==> src/rtl/core/context_word_coder_core_assert.svh <==
// assertion macros for the context word coder core
`ifndef CONTEXT_WORD_CODER_CORE_ASSERT_SVH
`define CONTEXT_WORD_CODER_CORE_ASSERT_SVH

`ifndef SYNTHESIS
// concurrent check on an explicit clock and active-low reset
`define CWC_ASSERT_CLK(lbl, clk, rstn, prop, msg) \
  lbl: assert property (@(posedge clk) disable iff (!rstn) prop) else $error(msg);
// concurrent check on the core clock and reset
`define CWC_ASSERT(lbl, prop, msg) \
  `CWC_ASSERT_CLK(lbl, clk_i, rst_ni, prop, msg)
`else
`define CWC_ASSERT_CLK(lbl, clk, rstn, prop, msg)
`define CWC_ASSERT(lbl, prop, msg)
`endif

`endif

==> src/rtl/core/cwc_pkg.sv <==
// shared types and constants of the context word coder core
`default_nettype none

package cwc_pkg;

  // field widths
  localparam int unsigned SYM_W      = 4;
  localparam int unsigned CODE_W     = 26;
  localparam int unsigned ALPHA_W    = 4;
  localparam int unsigned ORDER_W    = 3;
  localparam int unsigned CFG_W      = 4;
  localparam int unsigned CFG_IDX_W  = 2;
  localparam int unsigned S_TDATA_W  = 8;
  localparam int unsigned M_TDATA_W  = 32;

  // arithmetic widths: weight is capped at 2^25, products grow by the 4-bit factor
  localparam int unsigned WEIGHT_W   = 26;
  localparam int unsigned PROD_W     = 30;
  localparam int unsigned SUM_W      = 31;

  localparam logic [CODE_W-1:0]   CODE_MAX   = 26'h1FF_FFFF;
  localparam logic [WEIGHT_W-1:0] WEIGHT_CAP = 26'h200_0000;

  // symbol codes
  localparam logic [SYM_W-1:0] SYM_UNKNOWN = 4'hF;

  // alphabet size limits and register reset values
  localparam logic [ALPHA_W-1:0] ALPHA_MIN   = 4'd2;
  localparam logic [ALPHA_W-1:0] ALPHA_MAX   = 4'd8;
  localparam logic [ALPHA_W-1:0] ALPHA_RESET = 4'd4;
  localparam logic [ORDER_W-1:0] ORDER_RESET = 3'd2;

  // register indexes
  localparam logic [CFG_IDX_W-1:0] REG_ALPHABET_SIZE = 2'd0;
  localparam logic [CFG_IDX_W-1:0] REG_CONTEXT_ORDER = 2'd1;

  // controller states
  typedef enum logic [0:0] {
    ST_IDLE,
    ST_RUN
  } cwc_state_e;

  // controller to datapath
  typedef struct packed {
    logic load;
    logic step;
    logic finish;
  } cwc_cmd_t;

  // datapath to controller
  typedef struct packed {
    logic stop;
    logic out_busy;
  } cwc_sts_t;

endpackage

`default_nettype wire

==> src/rtl/core/context_word_coder_core.sv <==
// top level of the context word coder core
//
//  channel   dir   handshake                   payload
//  s_axis    in    s_axis_tvalid/tready        tdata[3:0] symbol, tuser seq_start
//  m_axis    out   m_axis_tvalid/tready        tdata[25:0] word_code
//  cfg       in    cfg_we_i                    cfg_idx_i, cfg_data_i
//
// an item passes through accept, k multiply-add steps and finish;
// k = earlier symbols folded in (0 .. min(context_order, MAX_ORDER)).
// the result is registered at finish, which waits while the output is busy;
// the next item is accepted once the previous one is in the output register.
// a result waiting on m_axis_tready holds the finished item in the datapath.
// reset clears the history to unknown and loads alphabet_size 4, context_order 2.
`default_nettype none

module context_word_coder_core #(
  parameter int unsigned MAX_ORDER = 7
) (
  input  wire                                clk_i,
  input  wire                                rst_ni,
  // configuration write port
  input  wire                                cfg_we_i,
  input  wire  [cwc_pkg::CFG_IDX_W-1:0]      cfg_idx_i,
  input  wire  [cwc_pkg::CFG_W-1:0]          cfg_data_i,
  // input items
  input  wire                                s_axis_tvalid,
  output logic                               s_axis_tready,
  input  wire  [cwc_pkg::S_TDATA_W-1:0]      s_axis_tdata,   // [3:0] symbol, [7:4] zero
  input  wire                                s_axis_tuser,   // [0] seq_start
  // result items
  output logic                               m_axis_tvalid,
  input  wire                                m_axis_tready,
  output logic [cwc_pkg::M_TDATA_W-1:0]      m_axis_tdata    // [25:0] word_code, [31:26] zero
);
  import cwc_pkg::*;

  cwc_cmd_t          cmd;
  cwc_sts_t          sts;
  logic [CODE_W-1:0] out_code;

  // sequencing
  cwc_ctrl u_ctrl (
    .clk_i         (clk_i),
    .rst_ni        (rst_ni),
    .s_axis_tvalid (s_axis_tvalid),
    .s_axis_tready (s_axis_tready),
    .sts_i         (sts),
    .cmd_o         (cmd)
  );

  // arithmetic and storage
  cwc_dp #(
    .MAX_ORDER (MAX_ORDER)
  ) u_dp (
    .clk_i       (clk_i),
    .rst_ni      (rst_ni),
    .cfg_we_i    (cfg_we_i),
    .cfg_idx_i   (cfg_idx_i),
    .cfg_data_i  (cfg_data_i),
    .symbol_i    (s_axis_tdata[SYM_W-1:0]),
    .seq_start_i (s_axis_tuser),
    .cmd_i       (cmd),
    .sts_o       (sts),
    .out_ready_i (m_axis_tready),
    .out_valid_o (m_axis_tvalid),
    .out_code_o  (out_code)
  );

  // result packing
  assign m_axis_tdata = {{(M_TDATA_W-CODE_W){1'b0}}, out_code};

endmodule

`default_nettype wire

==> src/rtl/core/cwc_ctrl.sv <==
// controller state machine of the context word coder
`default_nettype none

`include "context_word_coder_core_assert.svh"

module cwc_ctrl (
  input  wire              clk_i,
  input  wire              rst_ni,
  input  wire              s_axis_tvalid,
  output logic             s_axis_tready,
  input  cwc_pkg::cwc_sts_t sts_i,
  output cwc_pkg::cwc_cmd_t cmd_o
);
  import cwc_pkg::*;

  cwc_state_e state_q, state_d;

  // state register
  always_ff @(posedge clk_i or negedge rst_ni) begin
    if (!rst_ni) begin
      state_q <= ST_IDLE;
    end else begin
      state_q <= state_d;
    end
  end

  // next state
  always_comb begin
    state_d = state_q;
    case (state_q)
      ST_IDLE: begin
        if (s_axis_tvalid) state_d = ST_RUN;
      end
      ST_RUN: begin
        if (sts_i.stop && !sts_i.out_busy) state_d = ST_IDLE;
      end
      default: state_d = ST_IDLE;
    endcase
  end

  // outputs
  always_comb begin
    s_axis_tready = 1'b0;
    cmd_o         = '0;
    case (state_q)
      ST_IDLE: begin
        s_axis_tready = 1'b1;
        cmd_o.load    = s_axis_tvalid;
      end
      ST_RUN: begin
        cmd_o.step   = !sts_i.stop;
        cmd_o.finish = sts_i.stop && !sts_i.out_busy;
      end
      default: begin
        s_axis_tready = 1'b0;
      end
    endcase
  end

  // checks
  `CWC_ASSERT(a_ctrl_cmd_excl, $onehot0({cmd_o.load, cmd_o.step, cmd_o.finish}), "commands overlap")
  `CWC_ASSERT(a_ctrl_fin_free, cmd_o.finish |-> !sts_i.out_busy, "finish into busy output")
  `CWC_ASSERT(a_ctrl_load_run, cmd_o.load |=> state_q == ST_RUN, "load did not start a run")

endmodule

`default_nettype wire

==> src/rtl/core/cwc_dp.sv <==
// datapath of the context word coder: config, history, accumulator, output register
`default_nettype none

`include "context_word_coder_core_assert.svh"

module cwc_dp #(
  parameter int unsigned MAX_ORDER = 7
) (
  input  wire                             clk_i,
  input  wire                             rst_ni,
  input  wire                             cfg_we_i,
  input  wire  [cwc_pkg::CFG_IDX_W-1:0]   cfg_idx_i,
  input  wire  [cwc_pkg::CFG_W-1:0]       cfg_data_i,
  input  wire  [cwc_pkg::SYM_W-1:0]       symbol_i,
  input  wire                             seq_start_i,
  input  cwc_pkg::cwc_cmd_t               cmd_i,
  output cwc_pkg::cwc_sts_t               sts_o,
  input  wire                             out_ready_i,
  output logic                            out_valid_o,
  output logic [cwc_pkg::CODE_W-1:0]      out_code_o
);
  import cwc_pkg::*;

  localparam int unsigned IdxW = (MAX_ORDER > 1) ? $clog2(MAX_ORDER) : 1;
  localparam int unsigned CntW = $clog2(MAX_ORDER + 1);

  logic [ALPHA_W-1:0]  alpha_q;
  logic [ORDER_W-1:0]  order_q;
  logic [SYM_W-1:0]    hist_q [MAX_ORDER];
  logic [SYM_W-1:0]    cur_q;
  logic [CntW-1:0]     k_q;
  logic [WEIGHT_W-1:0] weight_q;
  logic [CODE_W-1:0]   code_q;
  logic                out_valid_q;
  logic [CODE_W-1:0]   out_code_q;

  logic [ALPHA_W-1:0]  n_eff;
  logic [CntW-1:0]     eff_order;
  logic [SYM_W-1:0]    cur_dec;
  logic [SYM_W-1:0]    hist_rd;
  logic [SYM_W-1:0]    sym_p1;
  logic [PROD_W-1:0]   term;
  logic [PROD_W-1:0]   wprod;
  logic [SUM_W-1:0]    sum;
  logic [WEIGHT_W-1:0] weight_d;
  logic [CODE_W-1:0]   code_d;

  // configuration registers
  always_ff @(posedge clk_i or negedge rst_ni) begin
    if (!rst_ni) begin
      alpha_q <= ALPHA_RESET;
      order_q <= ORDER_RESET;
    end else if (cfg_we_i) begin
      case (cfg_idx_i)
        REG_ALPHABET_SIZE: alpha_q <= cfg_data_i[ALPHA_W-1:0];
        REG_CONTEXT_ORDER: order_q <= cfg_data_i[ORDER_W-1:0];
        default: ;
      endcase
    end
  end

  // clamped base and order
  always_comb begin
    if (alpha_q < ALPHA_MIN) begin
      n_eff = ALPHA_MIN;
    end else if (alpha_q > ALPHA_MAX) begin
      n_eff = ALPHA_MAX;
    end else begin
      n_eff = alpha_q;
    end
    if (8'(order_q) > 8'(MAX_ORDER)) begin
      eff_order = CntW'(MAX_ORDER);
    end else begin
      eff_order = CntW'(order_q);
    end
  end

  // any negative symbol counts as unknown
  assign cur_dec = symbol_i[SYM_W-1] ? SYM_UNKNOWN : symbol_i;

  // history read at the current distance
  assign hist_rd = (k_q < CntW'(MAX_ORDER)) ? hist_q[k_q[IdxW-1:0]] : SYM_UNKNOWN;

  // stop at the order limit or at the first unknown earlier symbol
  assign sts_o.stop     = (k_q == eff_order) || hist_rd[SYM_W-1];
  assign sts_o.out_busy = out_valid_q && !out_ready_i;

  // one step: code += (s + 1) * n^i, next weight n^(i+1), both saturating
  always_comb begin
    sym_p1 = hist_rd + 4'd1;
    term   = PROD_W'(sym_p1) * PROD_W'(weight_q);
    wprod  = PROD_W'(weight_q) * PROD_W'(n_eff);
    sum    = {{(SUM_W-CODE_W){code_q[CODE_W-1]}}, code_q} + {1'b0, term};
    if ($signed(sum) > $signed(SUM_W'(CODE_MAX))) begin
      code_d = CODE_MAX;
    end else begin
      code_d = sum[CODE_W-1:0];
    end
    if (wprod > PROD_W'(WEIGHT_CAP)) begin
      weight_d = WEIGHT_CAP;
    end else begin
      weight_d = wprod[WEIGHT_W-1:0];
    end
  end

  // accumulator and step counter
  always_ff @(posedge clk_i) begin
    if (cmd_i.load) begin
      cur_q    <= cur_dec;
      code_q   <= {{(CODE_W-SYM_W){cur_dec[SYM_W-1]}}, cur_dec};
      weight_q <= WEIGHT_W'(n_eff);
      k_q      <= '0;
    end else if (cmd_i.step) begin
      code_q   <= code_d;
      weight_q <= weight_d;
      k_q      <= k_q + 1'b1;
    end
  end

  // history: cleared at sequence start, shifted when an item finishes
  always_ff @(posedge clk_i or negedge rst_ni) begin
    if (!rst_ni) begin
      for (int k = 0; k < MAX_ORDER; k++) hist_q[k] <= SYM_UNKNOWN;
    end else if (cmd_i.load && seq_start_i) begin
      for (int k = 0; k < MAX_ORDER; k++) hist_q[k] <= SYM_UNKNOWN;
    end else if (cmd_i.finish) begin
      for (int k = MAX_ORDER - 1; k > 0; k--) hist_q[k] <= hist_q[k-1];
      hist_q[0] <= cur_q;
    end
  end

  // output register
  always_ff @(posedge clk_i or negedge rst_ni) begin
    if (!rst_ni) begin
      out_valid_q <= 1'b0;
    end else if (cmd_i.finish) begin
      out_valid_q <= 1'b1;
    end else if (out_ready_i) begin
      out_valid_q <= 1'b0;
    end
  end

  always_ff @(posedge clk_i) begin
    if (cmd_i.finish) out_code_q <= code_q;
  end

  assign out_valid_o = out_valid_q;
  assign out_code_o  = out_code_q;

  // checks
  `CWC_ASSERT(a_dp_fin_valid, cmd_i.finish |=> out_valid_q, "finished item not presented")
  `CWC_ASSERT(a_dp_seq_clear, cmd_i.load && seq_start_i |=> hist_q[0] == SYM_UNKNOWN, "history not cleared")
  `CWC_ASSERT(a_dp_weight_cap, cmd_i.step |=> weight_q <= WEIGHT_CAP, "weight above cap")

endmodule

`default_nettype wire
==> config.mk <==
export PLATFORM = sky130hd
export DESIGN_NAME = context_word_coder_core
export DESIGN_NICKNAME = d
export VERILOG_FILES = /design/src/rtl/core/cwc_pkg.sv /design/src/rtl/core/context_word_coder_core.sv /design/src/rtl/core/cwc_ctrl.sv /design/src/rtl/core/cwc_dp.sv
export VERILOG_INCLUDE_DIRS = /design/src /design/src/rtl/core
export SDC_FILE = /design/constraint.sdc
export NUM_CORES = 1
export LEC_CHECK = 0
export BUFFER_PORTS_ARGS = -buffer_cell sky130_fd_sc_hd__buf_2
export CAP_MARGIN = 20
export CORE_ASPECT_RATIO = 0.75
export CORE_UTILIZATION = 35
export DETAILED_ROUTE_END_ITERATION = 7
export PLACE_DENSITY = 0.56
export SLEW_MARGIN = 20
export SYNTH_ARGS = -nofsm -noshare
export SYNTH_HDL_FRONTEND = slang
export SYNTH_SLANG_ARGS = --single-unit
==> constraint.sdc <==
create_clock -name clk_i -period 20 [get_ports clk_i]
set_input_delay 3 -clock clk_i [delete_from_list [all_inputs] [get_ports clk_i]]
set_output_delay 3 -clock clk_i [all_outputs]
set_load 0.01 [all_outputs]
==> impl_summary.log <==
INFO  metric grt_overflow_total = 0
INFO  metric achievable-frequency = 0.123 GHz
INFO  metric route.detailed.wl_per_inst = 15.9 um
INFO  metric synth_async_sr_flop_share = 0.303
INFO  metric tritoncts = built
INFO  metric timing.final.ws_setup = 11.86 ns
INFO  metric worst_case_clock_buffer_depth = 2
INFO  metric clk_pin_slew_worst_paths = 0.06 ns
INFO  metric slew_headroom = 0.372
INFO  metric via_count_of_the_first_global_routing_pass = 9,248
INFO  metric crit_slowest_cell = sky130_fd_sc_hd__a211o_1
INFO  metric synth_cell_type_count = 78
INFO  metric tightestPinTransition = 0.939 ns
INFO  metric yosysTopAreaCell = sky130_fd_sc_hd__fa_1
INFO  metric yosysWarnings = 0
INFO  metric groute.usage.overall = 0.169
INFO  metric globalplace.congestion = 0.860
INFO  metric synthDominantCellAreaShare = 0.196
INFO  metric crit_fanout = 28
INFO  metric grt_max_degree = 56
INFO  metric layout_cell_share_with_drive_strength_beyond_1 = 0.112
INFO  metric syn-instance-count = 1,372
INFO  metric adder_and_majority_gate_portion_of_the_synthesized_area = 0.271
INFO  metric die_w = 221 um
INFO  metric criticalPathCategory = flip-flop to flip-flop
INFO  metric synth-simple-area-share = 0.188
INFO  metric fp-row-count = 59
INFO  metric drc_errors = 1
INFO  metric start_util = 0.359
INFO  metric mappedNetlistArea = 12,600 sq um
INFO  metric final_hold_viol_count = 0
INFO  metric cts_sinks = 122
INFO  metric cp_slowest_stage_delay = 0.76 ns
INFO  metric place_hpwl = 22,100 um
INFO  metric placement_setup_slack = 11.83 ns
INFO  metric n_antenna_cell = 0
INFO  metric synth_xor_xnor_area_share = 0.0356
INFO  metric port_buffers = 43
INFO  metric die-height = 166 um
INFO  metric synth_compound_area_frac = 0.145
INFO  metric seq_area_frac_synth = 0.260
INFO  metric critical_path_buf_inv_count = 5
INFO  metric synth.mux.area_fraction = 0.0209
INFO  metric grt_pass1_wl = 49,100 um
INFO  metric cts_buffers = 17
INFO  metric slew_viol_final = 0
INFO  metric period_minus_slack = 8.14 ns
INFO  metric h_tree_lvls = 4
INFO  metric postSynthRegisterBits = 122
INFO  metric synth_top_cells_by_area = sky130_fd_sc_hd__fa_1 (20%), sky130_fd_sc_hd__edfxtp_1 (14%), sky130_fd_sc_hd__ha_1 (7.5%)
INFO  metric cp-start-kind = flip-flop
INFO  metric detailed_routing_iterations_pass_1 = 7
INFO  metric ctsRootBufferMaster = sky130_fd_sc_hd__clkbuf_16
INFO  metric final-setup-viol-count = 0
INFO  metric first_iter_violations = 702
INFO  metric share_of_the_clock_period_used_by_the_worst_path_after_layout = 0.407
INFO  metric floorplan.io_pins = 54
INFO  metric synth-edff-count = 60
INFO  metric worst-endpoint-arrival = 8.27 ns
INFO  metric yosysMostFrequentCell = sky130_fd_sc_hd__inv_1
INFO  metric number_of_antenna_violations_at_the_first_check_in_global_routing = 0
INFO  metric antenna_left = 0
INFO  metric netlist_top_cells_count = sky130_fd_sc_hd__inv_1 (193), sky130_fd_sc_hd__nand2_1 (191), sky130_fd_sc_hd__and2_1 (133), sky130_fd_sc_hd__fa_1 (123), sky130_fd_sc_hd__ha_1 (75)
INFO  metric rsz0062_at_grt = false
INFO  metric dieArea = 36,700 sq um
INFO  metric setup-tns-final = 0 ns
INFO  metric max_cap_viol_count = 0
INFO  metric via_per_inst = 5.18
INFO  metric crit_required = 20.12 ns
INFO  metric hp-class = flip-flop to flip-flop
INFO  metric final.setup_skew = 0.00780 ns
INFO  metric avgSynthCellArea = 9.16 sq um
INFO  metric clock_latency_at_the_later_pin_of_the_worst_skew_pair = 0.45 ns
INFO  metric violated_checks = DRC
INFO  metric capturing_element_type_of_the_critical_path = flip-flop
INFO  metric path_delay_family = compound AO/OA/AOI/OAI gates
INFO  metric cts_setup_buffers = 0
INFO  metric cts_hold_buffers = 0
INFO  metric drt-total-wl = 29,500 um
INFO  metric core_area = 35,000 sq um
INFO  metric timing.critical_path.cells = mux4_2 > mux2i_2 > buf_4 > inv_1 > ha_1 > xnor2_1 > buf_4 > and2_1 > fa_1 > fa_1 > inv_1 > fa_1 > inv_1 > ha_1 > a21oi_1 > o21bai_1 > a32o_1 > o21ai_0 > a311oi_1 > or3_1 > a221oi_1 > a211o_1 > o311ai_0
INFO  metric synth_top_family_by_area = adder cells
INFO  metric count_of_vias_placed_by_the_detailed_router = 9,629
INFO  metric syn2layout_area_growth = 9.89%
INFO  metric status = complete, but fails checks
INFO  metric finish.net_count = 1,606
INFO  metric ys_dominant_reg_cell = sky130_fd_sc_hd__edfxtp_1
INFO  metric cts.repair.resized = 0
-- placed cells by master (no fill, tap or decap), types with 11 or more instances in the layout --
cell type / n
sky130_fd_sc_hd__dfstp_2: 30
sky130_fd_sc_hd__fa_1: 123
sky130_fd_sc_hd__buf_2: 43
sky130_fd_sc_hd__ha_1: 75
sky130_fd_sc_hd__and2_1: 133
sky130_fd_sc_hd__a21oi_1: 66
sky130_fd_sc_hd__xnor2_1: 24
sky130_fd_sc_hd__o211ai_1: 26
sky130_fd_sc_hd__dfxtp_1: 25
sky130_fd_sc_hd__nand2_1: 191
sky130_fd_sc_hd__nand3_1: 43
sky130_fd_sc_hd__inv_1: 192
sky130_fd_sc_hd__nor2_1: 32
sky130_fd_sc_hd__buf_4: 11
sky130_fd_sc_hd__a22o_1: 17
sky130_fd_sc_hd__a21o_1: 25
sky130_fd_sc_hd__nor3_1: 13
sky130_fd_sc_hd__o21ai_0: 31
sky130_fd_sc_hd__xor2_1: 27
sky130_fd_sc_hd__clkbuf_16: 17
sky130_fd_sc_hd__edfxtp_1: 60
-- flip-flops by register name, indices dropped and copies added (netlist names) --
signal / cells
u_dp.out_valid_o: 1
u_dp.cur_q: 4
u_ctrl.state_q: 1
u_dp.out_code_o: 26
u_dp.weight_q: 26
u_dp.alpha_q: 4
u_dp.k_q: 3
u_dp.code_q: 26
u_dp.hist_q: 28
u_dp.eff_order: 3
-- logic make-up after synthesis --
logic type      count (synthesis)
compound gates                254
xor+xnor                       51
flops                         122
buf+inv                       256
other cells                     1
mux                            20
simple gates                  470
fa+ha+maj                     198
-- per-stage QoR --
step           cell area (sq um)  hold WS [ns]  utilization  instances
2_1_floorplan              12600         0.426            -       1377
3_3_place_gp               13200         0.437        0.377       1826
6_report                   13800         0.452        0.395       1858
5_1_grt                    13800         0.468        0.395       1858
3_5_place_dp               13200         0.439        0.377       1826
4_1_cts                    13800         0.454        0.394       1858
-- layer usage --
metal,GRT usage,share of wire,vias to the layer above
li1,-,-,4618
met1,0.271,0.53,4797
met3,0.0324,0.044,24
met4,0.0384,0.011,0
met2,0.228,0.41,190
met5,0,0,-
-- final timing paths --
| check | from | endpoint | slack (ns) | depth (start not counted) |
|---|---|---|---|---|
| setup / recovery | u_dp.k_q[0]$_SDFFE_PP0P_ | u_dp.code_q[5]$_DFFE_PP_ | 11.86 | 23 |
| hold / removal | u_dp.code_q[7]$_DFFE_PP_ | u_dp.out_code_o[7]$_DFFE_PP_ | 0.45 | 0 |
| setup reg to reg | u_dp.k_q[0]$_SDFFE_PP0P_ | u_dp.code_q[5]$_DFFE_PP_ | 11.86 | 23 |
| hold reg to reg | u_dp.code_q[7]$_DFFE_PP_ | u_dp.out_code_o[7]$_DFFE_PP_ | 0.45 | 0 |
| max in group asynchronous | rst_ni | u_ctrl.state_q$_DFF_PN0_ | 16.85 | 1 |
| min in group asynchronous | rst_ni | u_dp.alpha_q[1]$_DFFE_PN0P_ | 2.65 | 1 |
-- layout make-up --
cell class	instances	area (sq um)
inverters	194	729
repair buffers	54	298
clock inverters	15	175
multi-input cells	999	8340
well taps	457	572
clock buffers	17	425
fillers	3574	21200
flip-flops and latches	122	3270
Power is not shown: default switching activity piles up to over one toggle a cycle in this logic, so the estimate is an artifact.
